--- src/lfd_pkg.sv ---
// lfd_pkg: shared types and constants for the length frame deframer
// holds the result kind codes, register indexes and the structs between modules
// no dependencies
package lfd_pkg;

    localparam int unsigned BYTE_W  = 8;
    localparam int unsigned KIND_W  = 2;
    localparam int unsigned INDEX_W = 2;

    typedef enum logic [KIND_W-1:0] {
        KIND_DATA     = 2'd0,
        KIND_GOOD     = 2'd1,
        KIND_TOO_LONG = 2'd2,
        KIND_BAD_END  = 2'd3
    } kind_t;

    typedef enum logic [INDEX_W-1:0] {
        REG_START_MARKER = 2'd0,
        REG_END_MARKER   = 2'd1,
        REG_MAX_PAYLOAD  = 2'd2,
        REG_UNUSED       = 2'd3
    } reg_index_t;

    localparam logic [BYTE_W-1:0] START_MARKER_RESET = 8'd0;
    localparam logic [BYTE_W-1:0] END_MARKER_RESET   = 8'd0;
    localparam logic [BYTE_W-1:0] MAX_PAYLOAD_RESET  = 8'd255;

    typedef struct packed {
        logic [BYTE_W-1:0] start_marker;
        logic [BYTE_W-1:0] end_marker;
        logic [BYTE_W-1:0] max_payload;
    } cfg_t;

    // word held in the input register
    typedef struct packed {
        logic              valid;
        logic [BYTE_W-1:0] data;
    } stage_t;

endpackage

--- src/lfd_in_if.sv ---
// lfd_in_if: valid/ready channel carrying one received byte per word
// no dependencies
interface lfd_in_if;
    logic       valid;
    logic       ready;
    logic [7:0] rx_byte;

    modport source (output valid, output rx_byte, input ready);
    modport sink (input valid, input rx_byte, output ready);
endinterface

--- src/lfd_out_if.sv ---
// lfd_out_if: valid/ready channel carrying one deframer result per word
// no dependencies
interface lfd_out_if;
    logic       valid;
    logic       ready;
    logic [1:0] kind;
    logic [7:0] payload_byte;
    logic [7:0] frame_length;

    modport source (output valid, output kind, output payload_byte, output frame_length,
                    input ready);
    modport sink (input valid, input kind, input payload_byte, input frame_length,
                  output ready);
endinterface

--- src/lfd_cfg_regs.sv ---
// lfd_cfg_regs: configuration register file with index decode
// depends on lfd_pkg
module lfd_cfg_regs (
    input  logic                         clk,
    input  logic                         rst_n,
    input  logic                         cfg_we,
    input  logic [lfd_pkg::INDEX_W-1:0]  cfg_index,
    input  logic [lfd_pkg::BYTE_W-1:0]   cfg_wdata,
    output lfd_pkg::cfg_t                cfg
);
    import lfd_pkg::*;

    cfg_t cfg_reg;
    cfg_t cfg_next;

    always_comb
    begin
        cfg_next = cfg_reg;
        if (cfg_we)
        begin
            unique case (reg_index_t'(cfg_index))
                REG_START_MARKER: cfg_next.start_marker = cfg_wdata;
                REG_END_MARKER:   cfg_next.end_marker   = cfg_wdata;
                REG_MAX_PAYLOAD:  cfg_next.max_payload  = cfg_wdata;
                default:          cfg_next = cfg_reg;
            endcase
        end
    end

    always_ff @(posedge clk or negedge rst_n)
    begin
        if (!rst_n)
        begin
            cfg_reg.start_marker <= START_MARKER_RESET;
            cfg_reg.end_marker   <= END_MARKER_RESET;
            cfg_reg.max_payload  <= MAX_PAYLOAD_RESET;
        end
        else
        begin
            cfg_reg <= cfg_next;
        end
    end

    assign cfg = cfg_reg;

endmodule

--- src/lfd_in_stage.sv ---
// lfd_in_stage: input register in front of the frame parser
// depends on lfd_pkg and lfd_in_if
module lfd_in_stage (
    input  logic             clk,
    input  logic             rst_n,
    lfd_in_if.sink           in_ch,
    input  logic             advance,
    output lfd_pkg::stage_t  stage
);
    import lfd_pkg::*;

    logic              valid_reg;
    logic              valid_next;
    logic [BYTE_W-1:0] data_reg;
    logic              take;

    // refill in the same cycle the held word moves on
    assign in_ch.ready = !valid_reg || advance;
    assign take        = in_ch.valid && in_ch.ready;

    always_comb
    begin
        valid_next = valid_reg;
        if (take)
            valid_next = 1'b1;
        else if (advance)
            valid_next = 1'b0;
    end

    always_ff @(posedge clk or negedge rst_n)
    begin
        if (!rst_n)
            valid_reg <= 1'b0;
        else
            valid_reg <= valid_next;
    end

    always_ff @(posedge clk)
    begin
        if (take)
            data_reg <= in_ch.rx_byte;
    end

    assign stage.valid = valid_reg;
    assign stage.data  = data_reg;

endmodule

--- src/lfd_parser.sv ---
// lfd_parser: frame state machine and result register
// depends on lfd_pkg and lfd_out_if
module lfd_parser (
    input  logic             clk,
    input  logic             rst_n,
    input  lfd_pkg::stage_t  stage,
    input  lfd_pkg::cfg_t    cfg,
    output logic             advance,
    lfd_out_if.source        out_ch
);
    import lfd_pkg::*;

    typedef enum logic [1:0] {
        PH_HUNT   = 2'd0,
        PH_LENGTH = 2'd1,
        PH_DATA   = 2'd2,
        PH_END    = 2'd3
    } phase_t;

    phase_t            phase_reg,  phase_next;
    logic [BYTE_W-1:0] bytes_left_reg, bytes_left_next;
    logic [BYTE_W-1:0] held_length_reg, held_length_next;
    logic              res_valid_reg, res_valid_next;
    kind_t             res_kind_reg, res_kind_next;
    logic [BYTE_W-1:0] res_data_reg, res_data_next;
    logic [BYTE_W-1:0] res_len_reg, res_len_next;

    logic              emit;
    kind_t             emit_kind;
    logic [BYTE_W-1:0] emit_data;
    logic [BYTE_W-1:0] emit_len;
    logic [BYTE_W-1:0] b;

    assign b       = stage.data;
    // old result is gone or leaves this cycle
    assign advance = stage.valid && (!res_valid_reg || out_ch.ready);

    always_comb
    begin
        phase_next       = phase_reg;
        bytes_left_next  = bytes_left_reg;
        held_length_next = held_length_reg;
        emit             = 1'b0;
        emit_kind        = KIND_DATA;
        emit_data        = '0;
        emit_len         = held_length_reg;

        unique case (phase_reg)
            PH_HUNT:
            begin
                if (b == cfg.start_marker)
                    phase_next = PH_LENGTH;
            end
            PH_LENGTH:
            begin
                held_length_next = b;
                if (b > cfg.max_payload)
                begin
                    phase_next      = PH_HUNT;
                    bytes_left_next = '0;
                    emit            = 1'b1;
                    emit_kind       = KIND_TOO_LONG;
                    emit_len        = b;
                end
                else
                begin
                    bytes_left_next = b;
                    phase_next      = (b == '0) ? PH_END : PH_DATA;
                end
            end
            PH_DATA:
            begin
                bytes_left_next = bytes_left_reg - 8'd1;
                if (bytes_left_reg == 8'd1)
                    phase_next = PH_END;
                emit      = 1'b1;
                emit_kind = KIND_DATA;
                emit_data = b;
            end
            PH_END:
            begin
                phase_next      = PH_HUNT;
                bytes_left_next = '0;
                emit            = 1'b1;
                emit_kind       = (b == cfg.end_marker) ? KIND_GOOD : KIND_BAD_END;
            end
            default:
            begin
                phase_next = PH_HUNT;
            end
        endcase
    end

    always_comb
    begin
        res_valid_next = res_valid_reg;
        res_kind_next  = res_kind_reg;
        res_data_next  = res_data_reg;
        res_len_next   = res_len_reg;
        if (advance)
        begin
            res_valid_next = emit;
            res_kind_next  = emit_kind;
            res_data_next  = emit_data;
            res_len_next   = emit_len;
        end
        else if (out_ch.ready)
        begin
            res_valid_next = 1'b0;
        end
    end

    always_ff @(posedge clk or negedge rst_n)
    begin
        if (!rst_n)
        begin
            phase_reg       <= PH_HUNT;
            bytes_left_reg  <= '0;
            held_length_reg <= '0;
            res_valid_reg   <= 1'b0;
        end
        else
        begin
            res_valid_reg <= res_valid_next;
            if (advance)
            begin
                phase_reg       <= phase_next;
                bytes_left_reg  <= bytes_left_next;
                held_length_reg <= held_length_next;
            end
        end
    end

    always_ff @(posedge clk)
    begin
        res_kind_reg <= res_kind_next;
        res_data_reg <= res_data_next;
        res_len_reg  <= res_len_next;
    end

    assign out_ch.valid        = res_valid_reg;
    assign out_ch.kind         = res_kind_reg;
    assign out_ch.payload_byte = res_data_reg;
    assign out_ch.frame_length = res_len_reg;

    // a waiting result is never overwritten
    a_no_overwrite: assert property (@(posedge clk) disable iff (!rst_n)
        (res_valid_reg && !out_ch.ready) |-> !advance)
        else $error("result overwritten while stalled");

    // only payload results carry data
    a_zero_payload: assert property (@(posedge clk) disable iff (!rst_n)
        (res_valid_reg && res_kind_reg != KIND_DATA) |-> (res_data_reg == '0))
        else $error("nonzero payload byte on a status result");

    // while receiving payload at least one byte is still due
    a_data_count: assert property (@(posedge clk) disable iff (!rst_n)
        (phase_reg == PH_DATA) |-> (bytes_left_reg != '0))
        else $error("payload phase with no bytes left");

    // an oversize length goes straight back to hunting with an error result
    a_too_long: assert property (@(posedge clk) disable iff (!rst_n)
        (advance && phase_reg == PH_LENGTH && b > cfg.max_payload)
        |=> (phase_reg == PH_HUNT && res_valid_reg && res_kind_reg == KIND_TOO_LONG))
        else $error("length error not handled");

endmodule

--- src/length_frame_deframer.sv ---
// length_frame_deframer: top level of the start/length/end byte deframer
// depends on lfd_pkg, lfd_in_if, lfd_out_if, lfd_cfg_regs, lfd_in_stage, lfd_parser
//
// usage
//   in_ch carries one received byte per word; out_ch carries one result word:
//   kind (payload byte, frame good, length too long, bad end marker),
//   payload_byte and frame_length. bytes outside a frame and the start marker
//   and length byte of an accepted frame give no result word.
//   configuration is a write port: cfg_we, cfg_index (0 start marker, 1 end
//   marker, 2 max payload), cfg_wdata; index 3 is ignored. write only while idle.
//   flow: an accepted byte is held in the input register and parsed from there;
//   its result is loaded into the result register when the byte moves on.
//   throughput: one byte per cycle while out_ch.ready is high; the frame state
//   updates as a byte moves from the input register to the result register.
//   reset: hunting for the start marker, both markers 0, max payload 255,
//   no word held.
//   stall: when out_ch.ready is low a result waits in its register; the input
//   register still takes a byte, and further bytes wait until the result leaves.
//   downstream is to drop payload words of an errored frame; the block emits them.
module length_frame_deframer (
    input  logic                         clk,
    input  logic                         rst_n,
    input  logic                         cfg_we,
    input  logic [lfd_pkg::INDEX_W-1:0]  cfg_index,
    input  logic [lfd_pkg::BYTE_W-1:0]   cfg_wdata,
    lfd_in_if.sink                       in_ch,
    lfd_out_if.source                    out_ch
);
    import lfd_pkg::*;

    cfg_t   cfg;
    stage_t stage;
    logic   advance;

    lfd_cfg_regs u_cfg_regs (
        .clk       (clk),
        .rst_n     (rst_n),
        .cfg_we    (cfg_we),
        .cfg_index (cfg_index),
        .cfg_wdata (cfg_wdata),
        .cfg       (cfg)
    );

    lfd_in_stage u_in_stage (
        .clk     (clk),
        .rst_n   (rst_n),
        .in_ch   (in_ch),
        .advance (advance),
        .stage   (stage)
    );

    lfd_parser u_parser (
        .clk     (clk),
        .rst_n   (rst_n),
        .stage   (stage),
        .cfg     (cfg),
        .advance (advance),
        .out_ch  (out_ch)
    );

endmodule

--- src/flat_wrapper.sv ---
// flat-port wrapper written by rule: the top's interface ports become plain ports
module length_frame_deframer_flat import lfd_pkg::*;
  (clk, rst_n, cfg_we, cfg_index, cfg_wdata, in_ch_valid, in_ch_rx_byte, in_ch_ready, out_ch_valid, out_ch_kind, out_ch_payload_byte, out_ch_frame_length, out_ch_ready);
  lfd_in_if in_ch_i ();
  lfd_out_if out_ch_i ();
  input  logic clk;
  input  logic rst_n;
  input  logic cfg_we;
  input  logic [lfd_pkg::INDEX_W-1:0] cfg_index;
  input  logic [lfd_pkg::BYTE_W-1:0] cfg_wdata;
  input wire logic [$bits(in_ch_i.valid)-1:0] in_ch_valid;
  input wire logic [$bits(in_ch_i.rx_byte)-1:0] in_ch_rx_byte;
  output wire logic [$bits(in_ch_i.ready)-1:0] in_ch_ready;
  output wire logic [$bits(out_ch_i.valid)-1:0] out_ch_valid;
  output wire logic [$bits(out_ch_i.kind)-1:0] out_ch_kind;
  output wire logic [$bits(out_ch_i.payload_byte)-1:0] out_ch_payload_byte;
  output wire logic [$bits(out_ch_i.frame_length)-1:0] out_ch_frame_length;
  input wire logic [$bits(out_ch_i.ready)-1:0] out_ch_ready;
  assign in_ch_i.valid = in_ch_valid;
  assign in_ch_i.rx_byte = in_ch_rx_byte;
  assign in_ch_ready = in_ch_i.ready;
  assign out_ch_valid = out_ch_i.valid;
  assign out_ch_kind = out_ch_i.kind;
  assign out_ch_payload_byte = out_ch_i.payload_byte;
  assign out_ch_frame_length = out_ch_i.frame_length;
  assign out_ch_i.ready = out_ch_ready;
  length_frame_deframer u_core (.clk(clk), .rst_n(rst_n), .cfg_we(cfg_we), .cfg_index(cfg_index), .cfg_wdata(cfg_wdata), .in_ch(in_ch_i), .out_ch(out_ch_i));
endmodule
--- config.mk ---
export PLATFORM = sky130hd
export DESIGN_NAME = length_frame_deframer_flat
export DESIGN_NICKNAME = d
export VERILOG_FILES = /design/src/lfd_pkg.sv /design/src/lfd_in_if.sv /design/src/lfd_out_if.sv /design/src/lfd_cfg_regs.sv /design/src/lfd_in_stage.sv /design/src/lfd_parser.sv /design/src/length_frame_deframer.sv /design/src/flat_wrapper.sv
export SDC_FILE = /design/constraint.sdc
export NUM_CORES = 1
export LEC_CHECK = 0
export BUFFER_PORTS_ARGS = -buffer_cell sky130_fd_sc_hd__buf_2
export CORE_AREA = 10 10 93 95
export CTS_CLUSTER_SIZE = 8
export DETAILED_ROUTE_END_ITERATION = 12
export DIE_AREA = 0 0 103 105
export PLACE_DENSITY = 0.8
export SLEW_MARGIN = 20
export SYNTH_ARGS = -nofsm -noshare
export SYNTH_HDL_FRONTEND = slang
export SYNTH_SLANG_ARGS = --single-unit
export TNS_END_PERCENT = 100
--- constraint.sdc ---
create_clock -name clk -period 2.1 [get_ports clk]
set_input_delay 0.42 -clock clk [delete_from_list [all_inputs] [get_ports clk]]
set_output_delay 0.42 -clock clk [all_outputs]
set_load 0.01 [all_outputs]
# ---- After elaboration in Yosys (flattened, before gate mapping)
# Cells that the tools add are included.
dict set report classes {
  n_addsub 1
  order_cmp 1
  n_eq_ne 10
  n_mux 18
  n_reduce_logical 19
}
# op n
set op_table {}
lappend op_table {{8-bit two-way mux} 3}
lappend op_table {{8-bit case mux with 3 select lines} 1}
lappend op_table {{8-bit == test} 2}
lappend op_table {{2-bit two-way mux} 5}
lappend op_table {{2-bit AND reduction} 5}
lappend op_table {{8-bit by 1-bit == test with 1-bit output (second input constant)} 1}
lappend op_table {{8-bit greater-than comparator} 1}
lappend op_table {{8-bit logical NOT} 1}
lappend op_table {{2-bit case mux with 4 select lines} 1}
lappend op_table {{8-bit by 1-bit subtractor with 8-bit output (second input constant)} 1}
lappend op_table {{2-bit == test (second input constant)} 3}
lappend op_table {{1-bit two-way mux} 6}
lappend op_table {{2-bit by 1-bit == test with 1-bit output (second input constant)} 2}
lappend op_table {{2-bit logical NOT} 2}
lappend op_table {{2-bit != test (second input constant)} 2}
lappend op_table {{2-bit case mux with 2 select lines} 1}
lappend op_table {{2-bit nonzero test} 2}
lappend op_table {{3-bit AND reduction} 1}
lappend op_table {{3-bit nonzero test} 1}
lappend op_table {{1-bit logical AND} 2}
lappend op_table {{1-bit logical NOT} 2}
lappend op_table {{1-bit logical OR} 2}
lappend op_table {{1-bit case mux with 2 select lines} 1}
lappend op_table {{2-bit OR reduction} 1}
dict set report word_totals {
  register_bits 70
  in_bits 23
  out_inout_bits 20
  elab_cells 61
}

# ---- Logic depth before layout (Yosys ltp)
# Gate-level depths: netlist of run 1.
dict set report depth {
  depth_word 6
  depth_mapped 8
  ltp_nobuf 7
}

# ---- By module
# From an unflattened synthesis of run 1, not the netlist that was laid out.
dict set report hier_totals {
  hier_cells 269
  area_unflattened_um2 3393.3
}
# mod n_inst cells_each area_per_inst_um2 seq_area_each_um2
set modules_own_cells {}
lappend modules_own_cells {lfd_parser 1 205 2169.6 1016.0}
lappend modules_own_cells {lfd_cfg_regs 1 51 922.1 610.6}
lappend modules_own_cells {lfd_in_stage 1 13 301.5 265.3}

# ---- Least setup slack after synthesis of run 1
# Ideal clock, no wire load.
dict set report synth_timing {
  path_type {reg2reg}
  from {register u_core.u_cfg_regs.cfg_reg, in the netlist u_core.u_cfg_regs.cfg[1]}
  to {register u_core.u_parser.res_len_reg[0] (netlist: u_core.u_parser.out_ch.frame_length[0]) (data pin)}
  setup_time_ns 0.260
  arrival_ns 1.780
  t_required_ns 1.840
  slack_ns 0.061
  path_stages_with_launch 8
  path_buffers 0
  synth_period_minus_slack_ns 2.039
  path_cell_list {dfstp_2 > inv_1 > ha_1 > nor2b_1 > o211ai_2 > a21oi_2 > o211ai_4 > mux2_2}
}
dict set report synth_between {
  elab_chain_len 3
}
# item line_no
set synth_lines {}
lappend synth_lines {{from (decl)} lfd_cfg_regs.sv:13} ;# cfg_t cfg_reg;
lappend synth_lines {{from (signal assigned)} lfd_cfg_regs.sv:40} ;# cfg_reg <= cfg_next;
lappend synth_lines {{8-bit greater-than comparator} lfd_parser.sv:57} ;# if (b > cfg.max_payload)
lappend synth_lines {{8-bit two-way mux} lfd_parser.sv:57}
lappend synth_lines {{8-bit two-way mux} lfd_parser.sv:48} ;# unique case (phase_reg)
lappend synth_lines {{net u_core.u_parser.emit_len[0]} lfd_parser.sv:31} ;# logic [BYTE_W-1:0] emit_len;
lappend synth_lines {{to (signal assigned)} lfd_parser.sv:138} ;# res_len_reg <= res_len_next;
lappend synth_lines {{to (decl)} lfd_parser.sv:26} ;# logic [BYTE_W-1:0] res_len_reg, res_len_next;
# The timed path passes the listed nets, and every way through them passes these cells.
# A chain may end at the register's enable or synchronous reset.

# ---- Worst setup path after layout of run 1
dict set report layout_timing {
  from {register u_core.u_cfg_regs.cfg_reg, in the netlist u_core.u_cfg_regs.cfg[5]}
  to {register u_core.u_parser.res_len_reg[1] (netlist: u_core.u_parser.out_ch.frame_length[1]) (data pin)}
}
# Same word-level chain as after synthesis.

==> results of run 1 <==
==> per-stage QoR <==
step | TNS (ns) | hold WS, ns | power (W) | instances
global route | -0.0697 | 0.0645 | 0.00468 | 418
floorplan | 0 | 0.124 | 0.00284 | 269
CTS | -0.00536 | 0.0420 | 0.00435 | 418
global placement | -0.139 | 0.410 | 0.00318 | 401
detailed placement | -0.557 | 0.412 | 0.00324 | 401
finish | 0 | 0.0360 | 0.00441 | 418
==> cells by family after synthesis <==
kind of cell,count (synthesis),synth area share (%)
DFF,70,56.9
muxes,33,11.1
adders and majority gates,10,3.76
AOI/OAI and AO/OA,35,8.28
and+or+nand+nor,87,13.4
buffers and inverters,18,2.29
xor gates and xnor gates,16,4.21
==> power by group <==
group / switching [W] / internal, W / leakage, nW / total [W]
Combinational: 0.000640 / 0.000625 / 0.894 / 0.00126
Sequential: 0.000251 / 0.00182 / 0.745 / 0.00207
Clock: 0.000468 / 0.000602 / 0.107 / 0.00107
==> worst max-delay path: stages, from the launching register on <==
cell and delay (ns):
dfstp_2 0.54, inv_2 0.04, ha_4 0.26, nand4_1 0.13
or2_4 0.30, o211ai_4 0.08, buf_12 0.16, mux2_4 0.30
==> final timing paths <==
kind | slack [ns] | start | to
setup / recovery | 0.03 | u_core.u_cfg_regs.cfg[5]$_DFFE_PN1P_ | u_core.u_parser.out_ch.frame_length[1]$_DFFE_PP_
hold / removal | 0.04 | rst_n | u_core.u_parser.bytes_left_reg[3]$_DFFE_PN0P_
setup reg to reg | 0.03 | u_core.u_cfg_regs.cfg[5]$_DFFE_PN1P_ | u_core.u_parser.out_ch.frame_length[1]$_DFFE_PP_
hold reg to reg | 0.48 | u_core.u_parser.held_length_reg[3]$_DFFE_PN0P_ | u_core.u_parser.held_length_reg[3]$_DFFE_PN0P_
max in group asynchronous | 1.42 | rst_n | u_core.u_cfg_regs.cfg[4]$_DFFE_PN1P_
min in group clk | 0.25 | in_ch_rx_byte[6] | u_core.u_in_stage.data_reg[6]$_DFFE_PP_
==> metal layers <==
layer	share of wire, %	vias up	global-route usage, %
li1	-	1081	-
met1	43	1134	16.4
met2	48	96	21.7
met3	7.6	14	5.80
met4	1.7	0	3.58
met5	0	-	0
==> final cells by class <==
class	count	share of cell area (%)
well taps	80	2.44
inverters	14	1.28
repair buffers	57	8.79
flip-flops and latches	70	46.2
multi-input cells	181	36.3
clock inverters	2	0.244
clock buffers	14	4.76
==> repair_timing <==
action	in CTS	in global routing
buffers inserted	1	0
hold endpoints to repair	0	0
endpoints found under the setup margin	8	8
pin swaps	4	5
gates resized for setup	7	17
==> placed cells by master, fill, tap and decap left out, types with 3 or more instances in the layout <==
cell / count
nor3_1: 3
ha_4: 7
nor2_1: 9
nand4_1: 4
o21ai_1: 7
buf_12: 3
o211ai_2: 3
nand2b_1: 5
buf_4: 12
nand2_1: 36
dfrtp_1: 36
nand3_1: 4
edfxtp_1: 26
nor4_1: 5
buf_2: 42
xnor2_1: 8
o21ai_0: 4
dfstp_2: 8
and2_1: 9
mux2_2: 24
a21oi_1: 7
inv_1: 9
mux2_4: 8
xor2_1: 8
clkbuf_8: 10
inv_2: 5
ha_1: 3
==> results.md, run 1 <==
- Max_cap viols: 0
- Die ar.: 0.0108 sq mm
- Initial Utilization: 49.2%
- FP Rows: 30
- # fillers: 531
- Area growth from synthesis to final layout: 23.3%
- WS Path Type: reg2reg
- Clk Tree Root Cell: clkbuf_8
- Initial antenna violation count: 0
- Post-synth EDFFs: 26
- Final Util: 60.7%
- Main synth FF type: dfrtp_1
- CTS tree: yes
- Final slew viol count: 0
- Flops & latches, synth: 70
- Initial DRC Count: 114
- Layout cell share with drive strength beyond 1: 41.1%
- Syn Inst Count: 269
- Post-synth top cells: 36 x dfrtp_1, 36 x nand2_1, 30 x mux2_2
- Detailed Route WL: 7270 um
- DP Worst Slack: -0.0806 ns
- Largest register FFs: 24
- Synth area leader: dfrtp_1
- Final ANT Viol Nets: 0
- Yosys warnings: 0
- Chip Height: 105 um
- Cell Pwr Density: 1080 mW/mm^2
- Clk buf depth: 2
- Final instance area: 0.00410 sq mm
- Critical path endpoint category: flop
- Worst-path maximum fanout: 8
- Via/cell ratio: 5.56
- Final period util: 98.7%
- Rel. slew slack: 61.1%
- Worst min path class: in2async
- First-pass GRT wire length: 11,600 um
- R2r worst-path depth: 7
- Die Wd: 103 um
- Clock Pin Slew Worst Setup and Hold Paths: 0.07 ns
- GP Congestion: 0.829
- Diode count: 0
- Total congestion overflow: 0
- Syn Nets: 302
- Setup ws final: 0.0282 ns
- Register area: 0.00189 sq mm
- Io pins: 43
- Mean post-synth cell area: 12.4 sq um
- IO Port Bufs: 42
- Max VDD drop: 0.522 mV
- Placed Area: 0.00374 sq mm
- Fin Clk Skew: 0.00832 ns
- CTS H-tree lvls: 3
- Async SR Flop Fraction: 62.9%
- Peak Freq: 0.483 GHz
- CP arrival: 2.17 ns
- Final-stage net count: 366
- Vias in the first global route: 2,385
- Share of the synthesized area in the top cell type: 27.1%
- Final setup vio count: 0
- Largest net degree at the start of global routing: 23
- DRC viols: 0
- Worst endpoint required time: 2.20 ns
- Area contributors post-synth: dfrtp_1 27%, edfxtp_1 23%, mux2_2 10%
- Worst-margin pin slew: 0.582 ns
- Number of distinct library cells after synthesis: 45
- Seq/Total Area, Yosys: 56.9%
- Synth Cell Area: 0.00333 sq mm
- Core area: 0.00676 sq mm
- Routed len/inst: 17.4 um
- Post-layout min period: 2.07 ns
- DR vias: 2,325
- Outcome: complete, no violations
- Cts hold-fix bufs: 0
- Worst-Skew Late Latency: 0.35 ns
- First-pass detailed-route iteration total: 6
- Startpoint types: flop
- Clk sinks: 70
- Leak pwr: 1.75 nW
- Cts bufs inserted: 9
- Endpoints failing hold: 0
- Final HPWL DP: 5310 um
- Area of the multi-input gates: 0.00149 sq mm
- Gr usage total: 13.6%
Note: power is estimated with default switching activity, not from simulation.
==> run 2, diff against run 1 <==
==> constraint.sdc (replaced) <==
create_clock -name clk -period 2.1 [get_ports clk]
set_input_delay 0.21 -clock clk [delete_from_list [all_inputs] [get_ports clk]]
set_output_delay 0.21 -clock clk [all_outputs]
set_load 0.01 [all_outputs]
==> results.md, run 2 (synthesis results as in run 1) <==
- Outcome: complete, no violations
- Critical Path Max Stage Delay: 0.54 ns (about the same)
- Max_cap viols: 0 (unchanged)
- Worst endpoint required time: 2.20 ns (about the same)
- DP Worst Slack: -0.0774 ns (+0.00320 ns)
- Endpoints failing hold: 0 (unchanged)
- Area of the multi-input gates: 0.00147 sq mm (-1.3%)
- Via/cell ratio: 5.54 (-0.43%)
- Placed Area: 0.00373 sq mm (-0.20%)
- Clk buf depth: 2 (unchanged)
- First-pass GRT wire length: 12,100 um (+4.3%)
- CTS H-tree lvls: 3 (unchanged)
- Io pins: 43 (unchanged)
- Leak pwr: 1.70 nW (-2.8%)
- Rel. slew slack: 64.7% (+3.6 points)
- Final setup vio count: 0 (unchanged)
- Internal power: 0.00296 W (-3.0%)
- Final HPWL DP: 5300 um (-0.25%)
- Initial Utilization: 49.2% (unchanged)
- Diode count: 0 (unchanged)
- DRC viols: 0 (unchanged)
- Max Used Layer: met4
- M1 WL: 3070 um (-1.1%)
- Initial DRC Count: 118 (+3.5%)
- Die ar.: 0.0108 sq mm (unchanged)
- Largest net degree at the start of global routing: 45 (+96%)
- Gr usage total: 14.3% (+0.66 points)
- Core area: 0.00676 sq mm (unchanged)
- Most frequent cells in the layout: 42 x buf_2, 36 x nand2_1, 36 x dfrtp_1
- RSZ-0062 raised after global routing: true
- Setup ws final: 0.0255 ns (-0.00277 ns)
- Slowest CP cell: dfstp_2
- Final slew viol count: 0 (unchanged)
- Final instance area: 0.00406 sq mm (-1.1%)
- Part of the power in the clock network: 23.0% (-1.3 points)
- Chip Height: 105 um (unchanged)
- FP Rows: 30 (unchanged)
- Final period util: 98.8% (+0.13 points)
- Peak Freq: 0.482 GHz (-0.13%)
- Post-route total power: 0.00432 W (-1.9%)
- Worst min path class: in2reg
- CP arrival: 2.17 ns (about the same)
- WL met2: 3550 um (+1.5%)
- DR vias: 2,315 (-0.43%)
- Worst-margin pin slew: 0.527 ns (-0.0541 ns)
- Layout cell share with drive strength beyond 1: 40.8% (-0.30 points)
- Area growth from synthesis to final layout: 21.9%
- Final-stage net count: 366 (unchanged)
- Startpoint types: flop
- Cts bufs inserted: 9 (unchanged)
- Sw Pwr: 0.00137 W (+0.49%)
- Routed len/inst: 17.9 um (+2.8%)
- Gate power share: 29.1% (+0.4 points)
- Register area: 0.00189 sq mm (unchanged)
- First-pass detailed-route iteration total: 4 (-2)
- Final ANT Viol Nets: 0 (unchanged)
- Switching share of power: 31.6% (+0.76 points)
- DR WL met3: 588 um (+6.7%)
- Clock Pin Slew Worst Setup and Hold Paths: 0.07 ns (about the same)
- Post-layout min period: 2.07 ns (+0.00277 ns)
- Cell Pwr Density: 1070 mW/mm^2 (-0.87%)
- IO Port Bufs: 42 (unchanged)
- Crit path cell chain: inv_2 > ha_4 > nand4_1 > or2_4 > o211ai_4 > buf_12 > mux2_2
- Largest register FFs: 24 (unchanged)
- Max VDD drop: 0.642 mV (+23%)
- Vias in the first global route: 2,481 (+4.0%)
- Hold slack final: 0.0352 ns (-0.000778 ns)
- Commonest non-fill, non-tap cell in the layout: buf_2
- Detailed Route WL: 7480 um (+2.8%)
- Initial antenna violation count: 0 (unchanged)
- Total congestion overflow: 0 (unchanged)
- Worst-Skew Late Latency: 0.35 ns (about the same)
- Sequential power share: 47.9% (+0.9 points)
- # fillers: 542 (+2.1%)
- Clk Tree Root Cell: clkbuf_8
- Fin Clk Skew: 0.00562 ns (-0.00271 ns)
- GP Congestion: 0.833 (+0.53%)
- WS Path Type: reg2reg
- Die Wd: 103 um (unchanged)
- Clk sinks: 70 (unchanged)
- CTS tree: yes
- Worst-path maximum fanout: 8 (unchanged)
- Critical path endpoint category: flop
## run 2: cell types whose count changed in the layout (fill, tap and decap cells not counted), moves of 2 or more
cell / delta
mux2_4: -5
clkinv_1: +4
mux2_2: +4
a21oi_1: -3
a21oi_2: +3
clkbuf_1: -2
clkbuf_16: -2
## run 2: cell type report
cell class | count | share of cell area [%]
Clock inverter | 7 | 1.36
Multi-Input combinational cell | 181 | 36.2
Sequential cell | 70 | 46.7
Timing Repair Buffer | 57 | 8.95
Inverter | 14 | 1.30
Clock buffer | 9 | 3.05
Tap cell | 80 | 2.47
## run 2: worst paths after layout
path                                                                      from                                               end  slack (ns)  cells past startpoint
max in group asynchronous                                                rst_n              u_core.u_cfg_regs.cfg[4]$_DFFE_PN1P_        1.46                      3
worst max register to register            u_core.u_cfg_regs.cfg[6]$_DFFE_PN1P_  u_core.u_parser.out_ch.frame_length[1]$_DFFE_PP_        0.03                      7
min in group asynchronous                                                rst_n     u_core.u_parser.bytes_left_reg[7]$_DFFE_PN0P_        0.36                      3
worst min-delay path                                          in_ch_rx_byte[3]           u_core.u_in_stage.data_reg[3]$_DFFE_PP_        0.04                      1
worst min register to register  u_core.u_parser.held_length_reg[7]$_DFFE_PN0P_    u_core.u_parser.held_length_reg[7]$_DFFE_PN0P_        0.47                      2
worst max-delay path                      u_core.u_cfg_regs.cfg[6]$_DFFE_PN1P_  u_core.u_parser.out_ch.frame_length[1]$_DFFE_PP_        0.03                      7
## run 2: worst max-delay path, delay by kind of cell, from the launching register on
| kind | cells | cell delay [ns] |
|---|---|---|
| AOI/OAI and AO/OA | 1 | 0.08 |
| adders and majority gates | 1 | 0.27 |
| buffers and inverters | 2 | 0.21 |
| DFF | 1 | 0.54 |
| muxes | 1 | 0.33 |
| and+or+nand+nor | 2 | 0.39 |
## run 2: what timing repair did
action                                 4_1_cts  5_1_grt
buffers inserted                             1        1
hold buffers                                 1        0
setup endpoints to repair                    8       10
resized for setup                            4       18
endpoints found under the hold margin       36        0
pin swaps                                    3        7
## run 2: per-layer routing
metal	vias up	GRT usage, %
met5	-	0
met4	0	6.86
met3	25	4.08
met2	108	22.1
met1	1102	17.7
li1	1080	-
## run 2: per-stage QoR
| stage | utilization, % | std cells | TNS, ns |
|---|---|---|---|
| 6_report | 60.0 | 418 | 0 |
| 5_1_grt | 60.0 | 418 | -0.0325 |
| 4_1_cts | 58.6 | 418 | -0.138 |
| 3_5_place_dp | 55.3 | 400 | -0.499 |
| 3_3_place_gp | 55.3 | 400 | -0.164 |
| 2_1_floorplan | - | 269 | 0 |
## run 2: power by group through the flow
stage	registers [W]	logic, W	clock network [W]
2_1_floorplan	0.00207	0.000767	0
3_3_place_gp	0.00207	0.00111	0
3_5_place_dp	0.00208	0.00116	0
4_1_cts	0.00206	0.00118	0.00102
5_1_grt	0.00212	0.00140	0.00108
6_report	0.00207	0.00126	0.000996
